$ cat config.mk
export PLATFORM = sky130hd
export DESIGN_NAME = keypad_four_function_calculator
export DESIGN_NICKNAME = d
export VERILOG_FILES = /design/src/sv/kfc_pkg.sv /design/src/sv/kfc_seq.sv /design/src/sv/kfc_dp.sv /design/src/sv/keypad_four_function_calculator.sv
export SDC_FILE = /design/constraint.sdc
export NUM_CORES = 1
export LEC_CHECK = 0
export BUFFER_PORTS_ARGS = -buffer_cell sky130_fd_sc_hd__buf_2
export CAP_MARGIN = 20
export CORE_MARGIN = 10
export CORE_UTILIZATION = 60
export CTS_BUF_LIST = sky130_fd_sc_hd__clkbuf_4 sky130_fd_sc_hd__clkbuf_8
export DETAILED_ROUTE_END_ITERATION = 6
export GPL_ROUTABILITY_DRIVEN = 0
export GPL_TIMING_DRIVEN = 0
export PLACE_DENSITY_LB_ADDON = 0.05
export SYNTH_ARGS = -nofsm -noshare
export SYNTH_HDL_FRONTEND = slang
export SYNTH_SLANG_ARGS = --single-unit
$ cat constraint.sdc
create_clock -name clock -period 9.25 [get_ports clock]
set_input_delay 0.925 -clock clock [delete_from_list [all_inputs] [get_ports clock]]
set_output_delay 0.925 -clock clock [all_outputs]
set_load 0.005 [all_outputs]
$ cat src/sv/kfc_pkg.sv
// ----------------------------------------------------------------------------
// kfc_pkg: shared types and constants for the keypad calculator
// Key codes, operation codes, the microcode word and its program table.
// ----------------------------------------------------------------------------
package kfc_pkg;

   // Fixed result field widths
   localparam int INT_W  = 27;
   localparam int FRAC_W = 16;

   // Key codes
   localparam logic [7:0] KEY_DIGIT_MAX = 8'd9;
   localparam logic [7:0] KEY_ADD       = 8'h2B;
   localparam logic [7:0] KEY_SUB       = 8'h2D;
   localparam logic [7:0] KEY_MUL       = 8'h2A;
   localparam logic [7:0] KEY_DIV       = 8'h2F;
   localparam logic [7:0] KEY_EQ        = 8'h3D;
   localparam logic [7:0] KEY_CLR       = 8'h43;

   localparam int DEC_BASE = 10;

   // Pending operation
   typedef enum logic [2:0] {
      OP_NONE = 3'd0,
      OP_ADD  = 3'd1,
      OP_SUB  = 3'd2,
      OP_MUL  = 3'd3,
      OP_DIV  = 3'd4
   } op_type;

   // Datapath micro-operations
   typedef enum logic [3:0] {
      UOP_NOP,
      UOP_DIGIT,
      UOP_OPER,
      UOP_CLRCNT,
      UOP_DIV_INIT,
      UOP_DIV_STEP,
      UOP_DIV_DONE,
      UOP_ADD,
      UOP_SUB,
      UOP_MUL,
      UOP_DZ,
      UOP_EMIT,
      UOP_CLRALL
   } uop_type;

   // Jump conditions
   typedef enum logic [2:0] {
      COND_NEVER,
      COND_ALWAYS,
      COND_OP_NONE,
      COND_OP_ADD,
      COND_OP_SUB,
      COND_OP_MUL,
      COND_B_ZERO,
      COND_OUT_BUSY
   } cond_type;

   localparam int UA_W = 5;
   typedef logic [UA_W-1:0] uaddr_type;

   // Program addresses
   localparam uaddr_type UA_DIGIT   = 5'd0;
   localparam uaddr_type UA_OPER    = 5'd1;
   localparam uaddr_type UA_CLEAR   = 5'd2;
   localparam uaddr_type UA_EQ      = 5'd3;
   localparam uaddr_type UA_EQ_ADD  = 5'd4;
   localparam uaddr_type UA_EQ_SUB  = 5'd5;
   localparam uaddr_type UA_EQ_MUL  = 5'd6;
   localparam uaddr_type UA_EQ_DIV  = 5'd7;
   localparam uaddr_type UA_DIVINIT = 5'd8;
   localparam uaddr_type UA_DIVLOOP = 5'd9;
   localparam uaddr_type UA_DIVDONE = 5'd10;
   localparam uaddr_type UA_ADD     = 5'd11;
   localparam uaddr_type UA_SUB     = 5'd12;
   localparam uaddr_type UA_MUL     = 5'd13;
   localparam uaddr_type UA_DZ      = 5'd14;
   localparam uaddr_type UA_EMIT    = 5'd15;
   localparam uaddr_type UA_CLRALL  = 5'd16;

   // One control word; div_loop repeats the step while the iteration count runs
   typedef struct packed {
      uop_type   uop;
      cond_type  cond;
      logic      div_loop;
      uaddr_type target;
      logic      last;
   } uword_type;

   // Datapath status seen by the sequencer
   typedef struct packed {
      logic op_none;
      logic op_add;
      logic op_sub;
      logic op_mul;
      logic b_zero;
      logic div_more;
      logic out_busy;
   } status_type;

   // Entry point for an accepted key
   typedef struct packed {
      logic      valid;
      uaddr_type addr;
   } entry_type;

   function automatic int dec_width(input int n);
      int p;
      p = 1;
      for (int i = 0; i < n; i++) p = p * DEC_BASE;
      return $clog2(p);
   endfunction

   function automatic entry_type key_entry(input logic [7:0] key);
      entry_type e;
      e.valid = 1'b1;
      e.addr  = UA_DIGIT;
      if (key <= KEY_DIGIT_MAX) e.addr = UA_DIGIT;
      else if (key == KEY_ADD || key == KEY_SUB || key == KEY_MUL || key == KEY_DIV)
         e.addr = UA_OPER;
      else if (key == KEY_CLR) e.addr = UA_CLEAR;
      else if (key == KEY_EQ) e.addr = UA_EQ;
      else e.valid = 1'b0;
      return e;
   endfunction

   function automatic op_type key_to_op(input logic [7:0] key);
      op_type o;
      unique case (key)
         KEY_ADD: o = OP_ADD;
         KEY_SUB: o = OP_SUB;
         KEY_MUL: o = OP_MUL;
         KEY_DIV: o = OP_DIV;
         default: o = OP_NONE;
      endcase
      return o;
   endfunction

   function automatic uword_type mk(input uop_type u, input cond_type c,
                                    input uaddr_type t, input logic l);
      uword_type w;
      w.uop      = u;
      w.cond     = c;
      w.div_loop = 1'b0;
      w.target   = t;
      w.last     = l;
      return w;
   endfunction

   // Microcode program
   function automatic uword_type ucode_rom(input uaddr_type a);
      uword_type w;
      unique case (a)
         UA_DIGIT:   w = mk(UOP_DIGIT,    COND_NEVER,    UA_DIGIT,   1'b1);
         UA_OPER:    w = mk(UOP_OPER,     COND_NEVER,    UA_DIGIT,   1'b1);
         UA_CLEAR:   w = mk(UOP_CLRCNT,   COND_NEVER,    UA_DIGIT,   1'b1);
         UA_EQ:      w = mk(UOP_NOP,      COND_OP_NONE,  UA_CLRALL,  1'b0);
         UA_EQ_ADD:  w = mk(UOP_NOP,      COND_OP_ADD,   UA_ADD,     1'b0);
         UA_EQ_SUB:  w = mk(UOP_NOP,      COND_OP_SUB,   UA_SUB,     1'b0);
         UA_EQ_MUL:  w = mk(UOP_NOP,      COND_OP_MUL,   UA_MUL,     1'b0);
         UA_EQ_DIV:  w = mk(UOP_NOP,      COND_B_ZERO,   UA_DZ,      1'b0);
         UA_DIVINIT: w = mk(UOP_DIV_INIT, COND_NEVER,    UA_DIGIT,   1'b0);
         UA_DIVLOOP: begin
            w = mk(UOP_DIV_STEP, COND_NEVER, UA_DIVLOOP, 1'b0);
            w.div_loop = 1'b1;
         end
         UA_DIVDONE: w = mk(UOP_DIV_DONE, COND_ALWAYS,   UA_EMIT,    1'b0);
         UA_ADD:     w = mk(UOP_ADD,      COND_ALWAYS,   UA_EMIT,    1'b0);
         UA_SUB:     w = mk(UOP_SUB,      COND_ALWAYS,   UA_EMIT,    1'b0);
         UA_MUL:     w = mk(UOP_MUL,      COND_ALWAYS,   UA_EMIT,    1'b0);
         UA_DZ:      w = mk(UOP_DZ,       COND_NEVER,    UA_DIGIT,   1'b0);
         UA_EMIT:    w = mk(UOP_EMIT,     COND_OUT_BUSY, UA_EMIT,    1'b0);
         UA_CLRALL:  w = mk(UOP_CLRALL,   COND_NEVER,    UA_DIGIT,   1'b1);
         default:    w = mk(UOP_NOP,      COND_NEVER,    UA_DIGIT,   1'b1);
      endcase
      return w;
   endfunction

endpackage

$ cat src/sv/kfc_seq.sv
// ----------------------------------------------------------------------------
// kfc_seq: microcode sequencer
// Step counter over the program table with conditional jumps.
// ----------------------------------------------------------------------------
module kfc_seq
   import kfc_pkg::*;
(
   input  logic       clock,
   input  logic       reset,
   input  logic       start,
   input  entry_type  entry,
   input  status_type status,
   output logic       busy,
   output uop_type    uop
);

   logic      busy_ff, busy_in;
   uaddr_type pc_ff, pc_in;
   uword_type word;
   logic      taken;

   assign word = ucode_rom(pc_ff);
   assign busy = busy_ff;
   assign uop  = busy_ff ? word.uop : UOP_NOP;

   // Jump condition select
   always_comb begin
      unique case (word.cond)
         COND_NEVER:    taken = 1'b0;
         COND_ALWAYS:   taken = 1'b1;
         COND_OP_NONE:  taken = status.op_none;
         COND_OP_ADD:   taken = status.op_add;
         COND_OP_SUB:   taken = status.op_sub;
         COND_OP_MUL:   taken = status.op_mul;
         COND_B_ZERO:   taken = status.b_zero;
         COND_OUT_BUSY: taken = status.out_busy;
         default:       taken = 1'b0;
      endcase
      if (word.div_loop) taken = status.div_more;
   end

   // Next step
   always_comb begin
      busy_in = busy_ff;
      pc_in   = pc_ff;
      if (!busy_ff) begin
         if (start && entry.valid) begin
            busy_in = 1'b1;
            pc_in   = entry.addr;
         end
      end else if (taken) begin
         pc_in = word.target;
      end else if (word.last) begin
         busy_in = 1'b0;
      end else begin
         pc_in = pc_ff + uaddr_type'(1);
      end
   end

   always_ff @(posedge clock) begin
      if (reset) begin
         busy_ff <= 1'b0;
         pc_ff   <= UA_DIGIT;
      end else begin
         busy_ff <= busy_in;
         pc_ff   <= pc_in;
      end
   end

endmodule

$ cat src/sv/kfc_dp.sv
// ----------------------------------------------------------------------------
// kfc_dp: calculator datapath
// Operand registers, add/subtract/multiply, bit-serial divider, result register.
// ----------------------------------------------------------------------------
module kfc_dp
   import kfc_pkg::*;
#(
   parameter int MAX_DIGITS = 4,
   parameter int FRAC_BITS  = 16
) (
   input  logic              clock,
   input  logic              reset,
   input  logic              req_fire,
   input  logic [7:0]        req_key,
   input  uop_type           uop,
   output status_type        status,
   output logic              rsp_valid,
   input  logic              rsp_ready,
   output logic [INT_W-1:0]  rsp_int,
   output logic [FRAC_W-1:0] rsp_frac,
   output logic              rsp_neg,
   output logic              rsp_dz
);

   localparam int OPW  = dec_width(MAX_DIGITS);
   localparam int CNTW = $clog2(MAX_DIGITS + 1);
   localparam int QW   = OPW + FRAC_BITS;
   localparam int ITW  = $clog2(QW + 1);

   // Architectural state
   logic [OPW-1:0]  a_ff, a_in, b_ff, b_in;
   op_type          op_ff, op_in;
   logic [CNTW-1:0] cnt_ff, cnt_in;
   logic            rsp_valid_ff, rsp_valid_in;

   // Working registers
   logic [7:0]        key_ff;
   logic [OPW-1:0]    rem_ff, rem_in;
   logic [QW-1:0]     quo_ff, quo_in;
   logic [ITW-1:0]    it_ff, it_in;
   logic [INT_W-1:0]  res_int_ff, res_int_in, rsp_int_ff, rsp_int_in;
   logic [FRAC_W-1:0] res_frac_ff, res_frac_in, rsp_frac_ff, rsp_frac_in;
   logic              res_neg_ff, res_neg_in, rsp_neg_ff, rsp_neg_in;
   logic              res_dz_ff, res_dz_in, rsp_dz_ff, rsp_dz_in;

   logic              out_busy;
   logic [OPW:0]      trial, diff;
   logic              ge;
   logic [2*OPW-1:0]  prod;
   logic [OPW:0]      sum;
   logic [OPW-1:0]    digit_ext;
   logic [FRAC_BITS-1:0] frac_full;

   assign out_busy  = rsp_valid_ff && !rsp_ready;
   assign trial     = {rem_ff, quo_ff[QW-1]};
   assign diff      = trial - {1'b0, b_ff};
   assign ge        = trial >= {1'b0, b_ff};
   assign prod      = a_ff * b_ff;
   assign sum       = {1'b0, a_ff} + {1'b0, b_ff};
   assign digit_ext = OPW'(key_ff[3:0]);
   assign frac_full = quo_ff[FRAC_BITS-1:0];

   assign status.op_none  = (op_ff == OP_NONE);
   assign status.op_add   = (op_ff == OP_ADD);
   assign status.op_sub   = (op_ff == OP_SUB);
   assign status.op_mul   = (op_ff == OP_MUL);
   assign status.b_zero   = (b_ff == '0);
   assign status.div_more = (it_ff != ITW'(1));
   assign status.out_busy = out_busy;

   assign rsp_valid = rsp_valid_ff;
   assign rsp_int   = rsp_int_ff;
   assign rsp_frac  = rsp_frac_ff;
   assign rsp_neg   = rsp_neg_ff;
   assign rsp_dz    = rsp_dz_ff;

   // Micro-operation decode
   always_comb begin
      a_in         = a_ff;
      b_in         = b_ff;
      op_in        = op_ff;
      cnt_in       = cnt_ff;
      rem_in       = rem_ff;
      quo_in       = quo_ff;
      it_in        = it_ff;
      res_int_in   = res_int_ff;
      res_frac_in  = res_frac_ff;
      res_neg_in   = res_neg_ff;
      res_dz_in    = res_dz_ff;
      rsp_int_in   = rsp_int_ff;
      rsp_frac_in  = rsp_frac_ff;
      rsp_neg_in   = rsp_neg_ff;
      rsp_dz_in    = rsp_dz_ff;
      rsp_valid_in = out_busy;
      unique case (uop)
         UOP_NOP: ;
         UOP_DIGIT: begin
            // digits past the limit are dropped, count stays saturated
            if (cnt_ff < CNTW'(MAX_DIGITS)) begin
               if (cnt_ff == '0) b_in = digit_ext;
               else b_in = OPW'(b_ff * OPW'(DEC_BASE)) + digit_ext;
               cnt_in = cnt_ff + CNTW'(1);
            end
         end
         UOP_OPER: begin
            cnt_in = '0;
            a_in   = b_ff;
            op_in  = key_to_op(key_ff);
         end
         UOP_CLRCNT: cnt_in = '0;
         UOP_DIV_INIT: begin
            rem_in = '0;
            quo_in = QW'(a_ff) << FRAC_BITS;
            it_in  = ITW'(QW);
         end
         UOP_DIV_STEP: begin
            // restoring division, one quotient bit per step
            rem_in = ge ? diff[OPW-1:0] : trial[OPW-1:0];
            quo_in = {quo_ff[QW-2:0], ge};
            it_in  = it_ff - ITW'(1);
         end
         UOP_DIV_DONE: begin
            res_int_in  = INT_W'(quo_ff >> FRAC_BITS);
            res_frac_in = FRAC_W'(frac_full);
            res_neg_in  = 1'b0;
            res_dz_in   = 1'b0;
         end
         UOP_ADD: begin
            res_int_in  = INT_W'(sum);
            res_frac_in = '0;
            res_neg_in  = 1'b0;
            res_dz_in   = 1'b0;
         end
         UOP_SUB: begin
            res_int_in  = (a_ff >= b_ff) ? INT_W'(a_ff - b_ff) : INT_W'(b_ff - a_ff);
            res_frac_in = '0;
            res_neg_in  = (a_ff < b_ff);
            res_dz_in   = 1'b0;
         end
         UOP_MUL: begin
            res_int_in  = INT_W'(prod);
            res_frac_in = '0;
            res_neg_in  = 1'b0;
            res_dz_in   = 1'b0;
         end
         UOP_DZ: begin
            res_int_in  = '0;
            res_frac_in = '0;
            res_neg_in  = 1'b0;
            res_dz_in   = 1'b1;
         end
         UOP_EMIT: begin
            // load the output register once it is free
            if (!out_busy) begin
               rsp_int_in   = res_int_ff;
               rsp_frac_in  = res_frac_ff;
               rsp_neg_in   = res_neg_ff;
               rsp_dz_in    = res_dz_ff;
               rsp_valid_in = 1'b1;
            end
         end
         UOP_CLRALL: begin
            a_in   = '0;
            b_in   = '0;
            op_in  = OP_NONE;
            cnt_in = '0;
         end
         default: ;
      endcase
   end

   // Control and architectural state
   always_ff @(posedge clock) begin
      if (reset) begin
         a_ff         <= '0;
         b_ff         <= '0;
         op_ff        <= OP_NONE;
         cnt_ff       <= '0;
         rsp_valid_ff <= 1'b0;
      end else begin
         a_ff         <= a_in;
         b_ff         <= b_in;
         op_ff        <= op_in;
         cnt_ff       <= cnt_in;
         rsp_valid_ff <= rsp_valid_in;
      end
   end

   // Payload registers
   always_ff @(posedge clock) begin
      if (req_fire) key_ff <= req_key;
      rem_ff      <= rem_in;
      quo_ff      <= quo_in;
      it_ff       <= it_in;
      res_int_ff  <= res_int_in;
      res_frac_ff <= res_frac_in;
      res_neg_ff  <= res_neg_in;
      res_dz_ff   <= res_dz_in;
      rsp_int_ff  <= rsp_int_in;
      rsp_frac_ff <= rsp_frac_in;
      rsp_neg_ff  <= rsp_neg_in;
      rsp_dz_ff   <= rsp_dz_in;
   end

endmodule

$ cat src/sv/keypad_four_function_calculator.sv
// ----------------------------------------------------------------------------
// keypad_four_function_calculator: four-function keypad calculator
// Digit, operator, clear and equals keys drive a microcoded datapath.
// ----------------------------------------------------------------------------
//  Channel  Direction  Handshake              Payload
//  req      in         req_valid/req_ready    req_key_code[7:0]
//  rsp      out        rsp_valid/rsp_ready    rsp_int_part, rsp_frac_part,
//                                             rsp_negative, rsp_div_by_zero
//
//  One request at a time: req_ready stays low while a key's program runs.
//  Digit, operator and clear keys run one step; unknown keys run none.
//  '=' runs 2 steps with nothing pending, 5 to 8 for add, subtract, multiply
//  and divide by zero, and 9 plus one per quotient bit for division: operand
//  bits (14 at four digits) plus FRAC_BITS, 39 steps by default.
//  A full output register holds the emit step until rsp_ready frees it.
//  Synchronous reset clears operands, pending operation and digit count.
// ----------------------------------------------------------------------------
module keypad_four_function_calculator
   import kfc_pkg::*;
#(
   parameter int MAX_DIGITS = 4,
   parameter int FRAC_BITS  = 16
) (
   input  logic              clock,
   input  logic              reset,
   input  logic              req_valid,
   output logic              req_ready,
   input  logic [7:0]        req_key_code,
   output logic              rsp_valid,
   input  logic              rsp_ready,
   output logic [INT_W-1:0]  rsp_int_part,
   output logic [FRAC_W-1:0] rsp_frac_part,
   output logic              rsp_negative,
   output logic              rsp_div_by_zero
);

   logic       busy;
   logic       req_fire;
   uop_type    uop;
   status_type status;

   assign req_ready = !busy;
   assign req_fire  = req_valid && req_ready;

   // Program sequencer
   kfc_seq u_seq (
      .clock  (clock),
      .reset  (reset),
      .start  (req_fire),
      .entry  (key_entry(req_key_code)),
      .status (status),
      .busy   (busy),
      .uop    (uop)
   );

   // Datapath and result register
   kfc_dp #(
      .MAX_DIGITS (MAX_DIGITS),
      .FRAC_BITS  (FRAC_BITS)
   ) u_dp (
      .clock     (clock),
      .reset     (reset),
      .req_fire  (req_fire),
      .req_key   (req_key_code),
      .uop       (uop),
      .status    (status),
      .rsp_valid (rsp_valid),
      .rsp_ready (rsp_ready),
      .rsp_int   (rsp_int_part),
      .rsp_frac  (rsp_frac_part),
      .rsp_neg   (rsp_negative),
      .rsp_dz    (rsp_div_by_zero)
   );

endmodule

### After elaboration in Yosys (flattened, before gate mapping)

Memory sizes are Yosys's and may differ from the RTL's. A register that Yosys moved wholly into a read port is not among the register bits.
Index checks and enable logic that the tools add are counted.

| operators by class | value |
|---|---|
| add/subtract/negate cells | 8 |
| $mul | 2 |
| order comparisons | 5 |
| equal/unequal tests | 35 |
| multiplexer cells | 39 |
| bitwise gates (word level) | 1 |
| reduce and logical (&&, ||, !) cells | 29 |

Operators by type and width:

| cell | count |
|---|---|
| one-hot mux 27 bit (5 select lines) | 1 |
| one-hot mux 14 bit (2 select lines) | 3 |
| == test 8 x 6 -> 1 bit, second input constant | 9 |
| one-hot mux 30 bit (2 select lines) | 1 |
| two-way mux 14 bit | 3 |
| one-hot mux 16 bit (2 select lines) | 1 |
| two-way mux 5 bit | 6 |
| subtractor 14 x 14 -> 15 bit | 2 |
| multiplier 14 x 14 -> 27 bit | 1 |
| two-way mux 27 bit | 1 |
| == test 4 bit, second input constant | 5 |
| == test 4 x 3 -> 1 bit, second input constant | 4 |
| nonzero test 2 bit | 8 |
| adder 14 x 14 -> 15 bit | 1 |
| greater-or-equal comparator 15 x 14 -> 1 bit | 1 |
| adder 14 x 4 -> 14 bit | 1 |
| greater-or-equal comparator 14 bit | 1 |
| logical NOT 14 bit | 1 |
| < comparator 14 bit | 1 |
| multiplier 14 x 3 -> 13 bit, second input constant | 1 |
| subtractor 14 bit | 1 |
| == test 3 x 2 -> 1 bit, second input constant | 4 |
| == test 3 bit, second input constant | 4 |
| one-hot mux 3 bit (2 select lines) | 2 |
| other kinds (29) | 56 |

| word-level totals | value |
|---|---|
| bits in registers | 188 |
| memory bits (read-only) | 448 |
| input port bits | 12 |
| output and inout port bits | 47 |
| logic and storage cells | 139 |
| memories | 1 |

Memory list:

| name | words | width | read ports | clocked after memory_dff | wr ports | RTL line | source |
|---|---|---|---|---|---|---|---|
| (name not given) | 32 | 14 | 1 | 1 | 0 | kfc_pkg.sv:154 | `unique case (a)` |

### Longest topological paths before layout

| logic depth | value |
|---|---|
| depth in word-level cells | 11 |
| mapped depth | 26 |
| gate-level depth less buffers | 24 |

### By module

From an unflattened synthesis, not the netlist that was laid out.

| second synthesis, totals | value |
|---|---|
| cell total of the unflattened synthesis | 1920 |
| area, all modules | 18193.7 µm² |

By module, submodules not included:

| module | instances | cells each | area each (µm²) |
|---|---|---|---|
| kfc_dp | 1 | 1769 | 16843.7 |
| kfc_seq | 1 | 134 | 1219.9 |
| keypad_four_function_calculator | 1 | 17 | 130.1 |

### Worst setup path before layout

No wires, ideal clock.

| path | value |
|---|---|
| path kind | register to register |
| start point | register u_dp.b_ff[10] |
| end point | register u_dp.res_int_ff[24], data pin |
| library setup time | 136 ps |
| data arrival time | 6418 ps |
| setup slack | 2696 ps |
| stages on the path, launching flop included | 25 |
| cell sequence | dfxtp_1 -> clkbuf_1 -> clkinv_1 -> nor2_1 -> fa_1 -> inv_1 -> fa_1 -> inv_1 -> fa_1 -> fa_1 -> fa_1 -> inv_1 -> fa_1 -> inv_1 -> ha_1 -> buf_2 -> a21o_1 -> a21o_1 -> a21oi_1 -> a21bo_1 -> a2111o_1 -> a21oi_2 -> nor2b_1 -> or4_1 -> nand3_1 |

| on the way | value |
|---|---|
| word-level cells in the longest chain between the ends | 3 |
| elaborated cells on any way between the ends | 6 |
| classes of those cells | add/sub (2); mul (1); order compare (1); mux (2) |

RTL lines:

| what | RTL line | source |
|---|---|---|
| start: declaration | kfc_dp.sv:31 | `logic [OPW-1:0] a_ff, a_in, b_ff, b_in;` |
| start signal: assignment | kfc_dp.sv:182 | `b_ff <= b_in;` |
| branches (longest 2 deep; another with multiplier 14 x 14 -> 27 bit) | -- |  |
| one-hot mux 27 bit (5 select lines) (*) | kfc_dp.sv:95 | `unique case (uop)` |
| via u_dp.res_int_in[24] | kfc_dp.sv:41 | `logic [INT_W-1:0] res_int_ff, res_int_in, rsp_int_ff, rsp_int_in;` |
| end signal: assignment | kfc_dp.sv:195 | `res_int_ff <= res_int_in;` |
| end: declaration | kfc_dp.sv:41 |  |

Mark *: on every way through the listed nets, which the timed path passes.
A chain may end at the register's enable or synchronous reset.

### Worst setup path in the final report

| path | value |
|---|---|
| start point | register u_dp.b_ff[10] |
| end point | register u_dp.res_int_ff[26], data pin |

The elaborated chain is that of the path after synthesis.

==> results.cfg <==
[cells_and_area]
areaGrowthSynthToFinish_pct = 8.59
fin_cells = 2355
diodes = 0
utilization_pct = 66.5
fin_nets = 2279
drive_above_1_share_pct = 8.37

[pwr]
ir_worst_vdd_mv = 0.0993
power_leakage_nw = 8.46
power.density_mw_per_mm2 = 94.4

[detailed_routing]
drt_wl_total_um = 47300
drcViolationCount = 4
drtAntennaViolNets = 0
vias = 14071
viasPerCell = 5.97
wl_per_cell_um = 20.1
first_pass_iters = 7
drtIter0Drc = 1149

[synth]
synth_cells = 1848
synth_cell_type_count = 92
yosysSeqAreaShare_pct = 31.1
synthMuxAreaShare_pct = 1.22
async_reset_ff_share_pct = 0
netlist_top_cells_count = inv_1 (228), nor2_1 (194), nand2_1 (181)
syn-num-nets = 2181
synth_seq_cells = 202
synth_top_flop_cell = edfxtp_1
synthTopCellsByArea = edfxtp_1 (25%), fa_1 (17%), ha_1 (12%)
ys_warn_count = 0
synth.largest_area_cell = edfxtp_1
syn_area_mm2 = 0.0177
synth_simple_gate_area_share_pct = 15.0
synth.avg_cell_area_um2 = 9.58
synthXorXnorAreaFrac_pct = 3.29
synthAdderAreaFrac_pct = 28.9
synth_top_family_by_area = adder cells
yosysMostFrequentCell = inv_1
synth_edf_count = 147
synth_compound_area_share_pct = 13.6
yosys.area.top_type_share_pct = 24.9

[sta]
setup_viol = 0
fin_tns_setup_ns = 0
rsz0062_at_grt = no
maxSlewViolCount = 0
min_period_ns = 7.79
worst_pin_slew_ns = 1.08
max_freq_mhz = 128
hold_viol_final = 0
clock_skew_ns = 0.0379
post-route-period-util_pct = 84.2
relSlewSlack_pct = 27.2

[placement]
portBuffers = 58
dp_cells = 2293
dp_hpwl_um = 36500

[worst_setup_path]
arrival_ns = 8.07
worstSetupPathType = register to register
critPathCaptureType = register
required_ns = 9.54
critPathMaxFanout = 10
startpoint_type = register

[status]
violations = design-rule violations
status = finished, violations left

[grt]
antenna_found_initial = 0
grt_pass1_vias = 14048
overflow = 0
grt_max_degree = 34
grt_first_pass_wirelength_um = 75800
grt_use_total_pct = 26.2

[clock_network]
cts-buffers-inserted = 35
cts_resized = 0
clock-sinks = 202
clockBufferDepth = 3
clkLatencyLatePin_ns = 0.57
root_buffer = clkbuf_8
clk_pin_slew_ns = 0.06
holdBufCountCts = 0
h-tree-depth = 2
post_cts_buffers = 0
tritoncts = done

[job]
max_cap_violations = 0

[floorplan]
dieHeight_um = 192
fp.dieW_um = 192
rows = 62
initial_utilization_pct = 61.2
core-area_mm2 = 0.0289
pin_count = 59
die-area_mm2 = 0.0368

[worst_hold_path]
min_path_type = register to register
==> power breakdown <==
group	switching, mW	internal, mW
registers	0.00250	0.962
clock network	0.378	0.441
logic	0.0200	0.0119
==> kinds of logic (layout without fill, tap and decap cells) <==
logic type,count (synthesis),in the layout
AND/OR/NAND/NOR,572,572
AO/OA/AOI/OAI,351,351
adder cells (fa/ha/maj),321,321
buffers and inverters,316,439
flip-flops,202,202
XOR/XNOR,65,65
multiplexers,21,21
==> worst max-delay path: stages (launching register included) <==
cell	delay (ns)
dfxtp_1	0.47
clkbuf_1	0.51
clkinv_1	0.65
nor2_1	0.33
fa_1	0.43
inv_1	0.08
fa_1	0.40
inv_1	0.09
fa_1	0.43
fa_1	0.53
fa_1	0.55
inv_1	0.06
fa_1	0.52
inv_1	0.04
ha_1	0.28
buf_2	0.16
a21o_1	0.16
a21o_1	0.17
a21oi_1	0.19
a21bo_1	0.29
a2111o_1	0.45
a211oi_1	0.30
xnor2_1	0.14
nand2_1	0.19
nand2_1	0.09
==> cells in the final DEF, fill, tap and decap left out, drive strengths merged, types with 21 or more instances in the layout <==
master and count:
ha 175, clkbuf 104, xor2 22, buf 77, inv 232, nand3 28, nor2 194, nand2b 22
a21oi 85, a22oi 31, and2 40, dfxtp 55, a21o 21, clkinv 25, edfxtp 147, fa 146
nand2 181, nor3 30, xnor2 42, o21ai 90
==> state kept, by name (all words and copies together) (netlist names), 14 cells and up <==
name and flops:
u_dp.rsp_frac 16, u_dp.rsp_int 27, u_dp.res_int_ff 27, u_dp.res_frac_ff 16
u_dp.a_ff 14, u_dp.quo_ff 30, u_dp.rem_ff 14, u_dp.b_ff 14
u_seq.word 14
==> worst paths after layout <==
path	from	endpoint	slack (ns)	depth (start not counted)
setup / recovery	u_dp.b_ff[10]$_SDFFE_PP0P_	u_dp.res_int_ff[26]$_DFFE_PP_	1.46	24
hold reg to reg	u_dp.res_int_ff[26]$_DFFE_PP_	u_dp.rsp_int[26]$_DFFE_PP_	0.42	0
setup reg to reg	u_dp.b_ff[10]$_SDFFE_PP0P_	u_dp.res_int_ff[26]$_DFFE_PP_	1.46	24
hold / removal	u_dp.res_int_ff[26]$_DFFE_PP_	u_dp.rsp_int[26]$_DFFE_PP_	0.42	0
==> through the flow <==
step / power, mW / hold slack [ns] / setup slack (ns) / cell area [µm²]
floorplan: 1.00 / 0.400 / 2.70 / 17700
global route: 1.87 / 0.423 / 1.10 / 19200
CTS: 1.83 / 0.419 / 1.59 / 19200
global placement: 1.01 / 0.401 / 1.65 / 18500
finish: 1.82 / 0.417 / 1.46 / 19200
detailed placement: 1.01 / 0.405 / 1.63 / 18600
==> routing by layer <==
metal  share of wire (%)  vias up  track usage [%]
met1                  42     6809             35.0
li1                    -     6518                -
met3                  10      119             6.02
met4                 3.9        0             10.4
met2                  44      625             40.6
met5                   0        -                0
==> cell type report <==
type	instances	area (µm²)
Multi-Input combinational cell	1330	11000
Fill cell	2369	9700
Sequential cell	202	5520
Inverter	243	912
Clock buffer	47	584
Tap cell	384	480
Timing Repair Buffer	61	342
Buffer	73	309
Clock inverter	15	98.8
(Power assumes the default switching activity.)
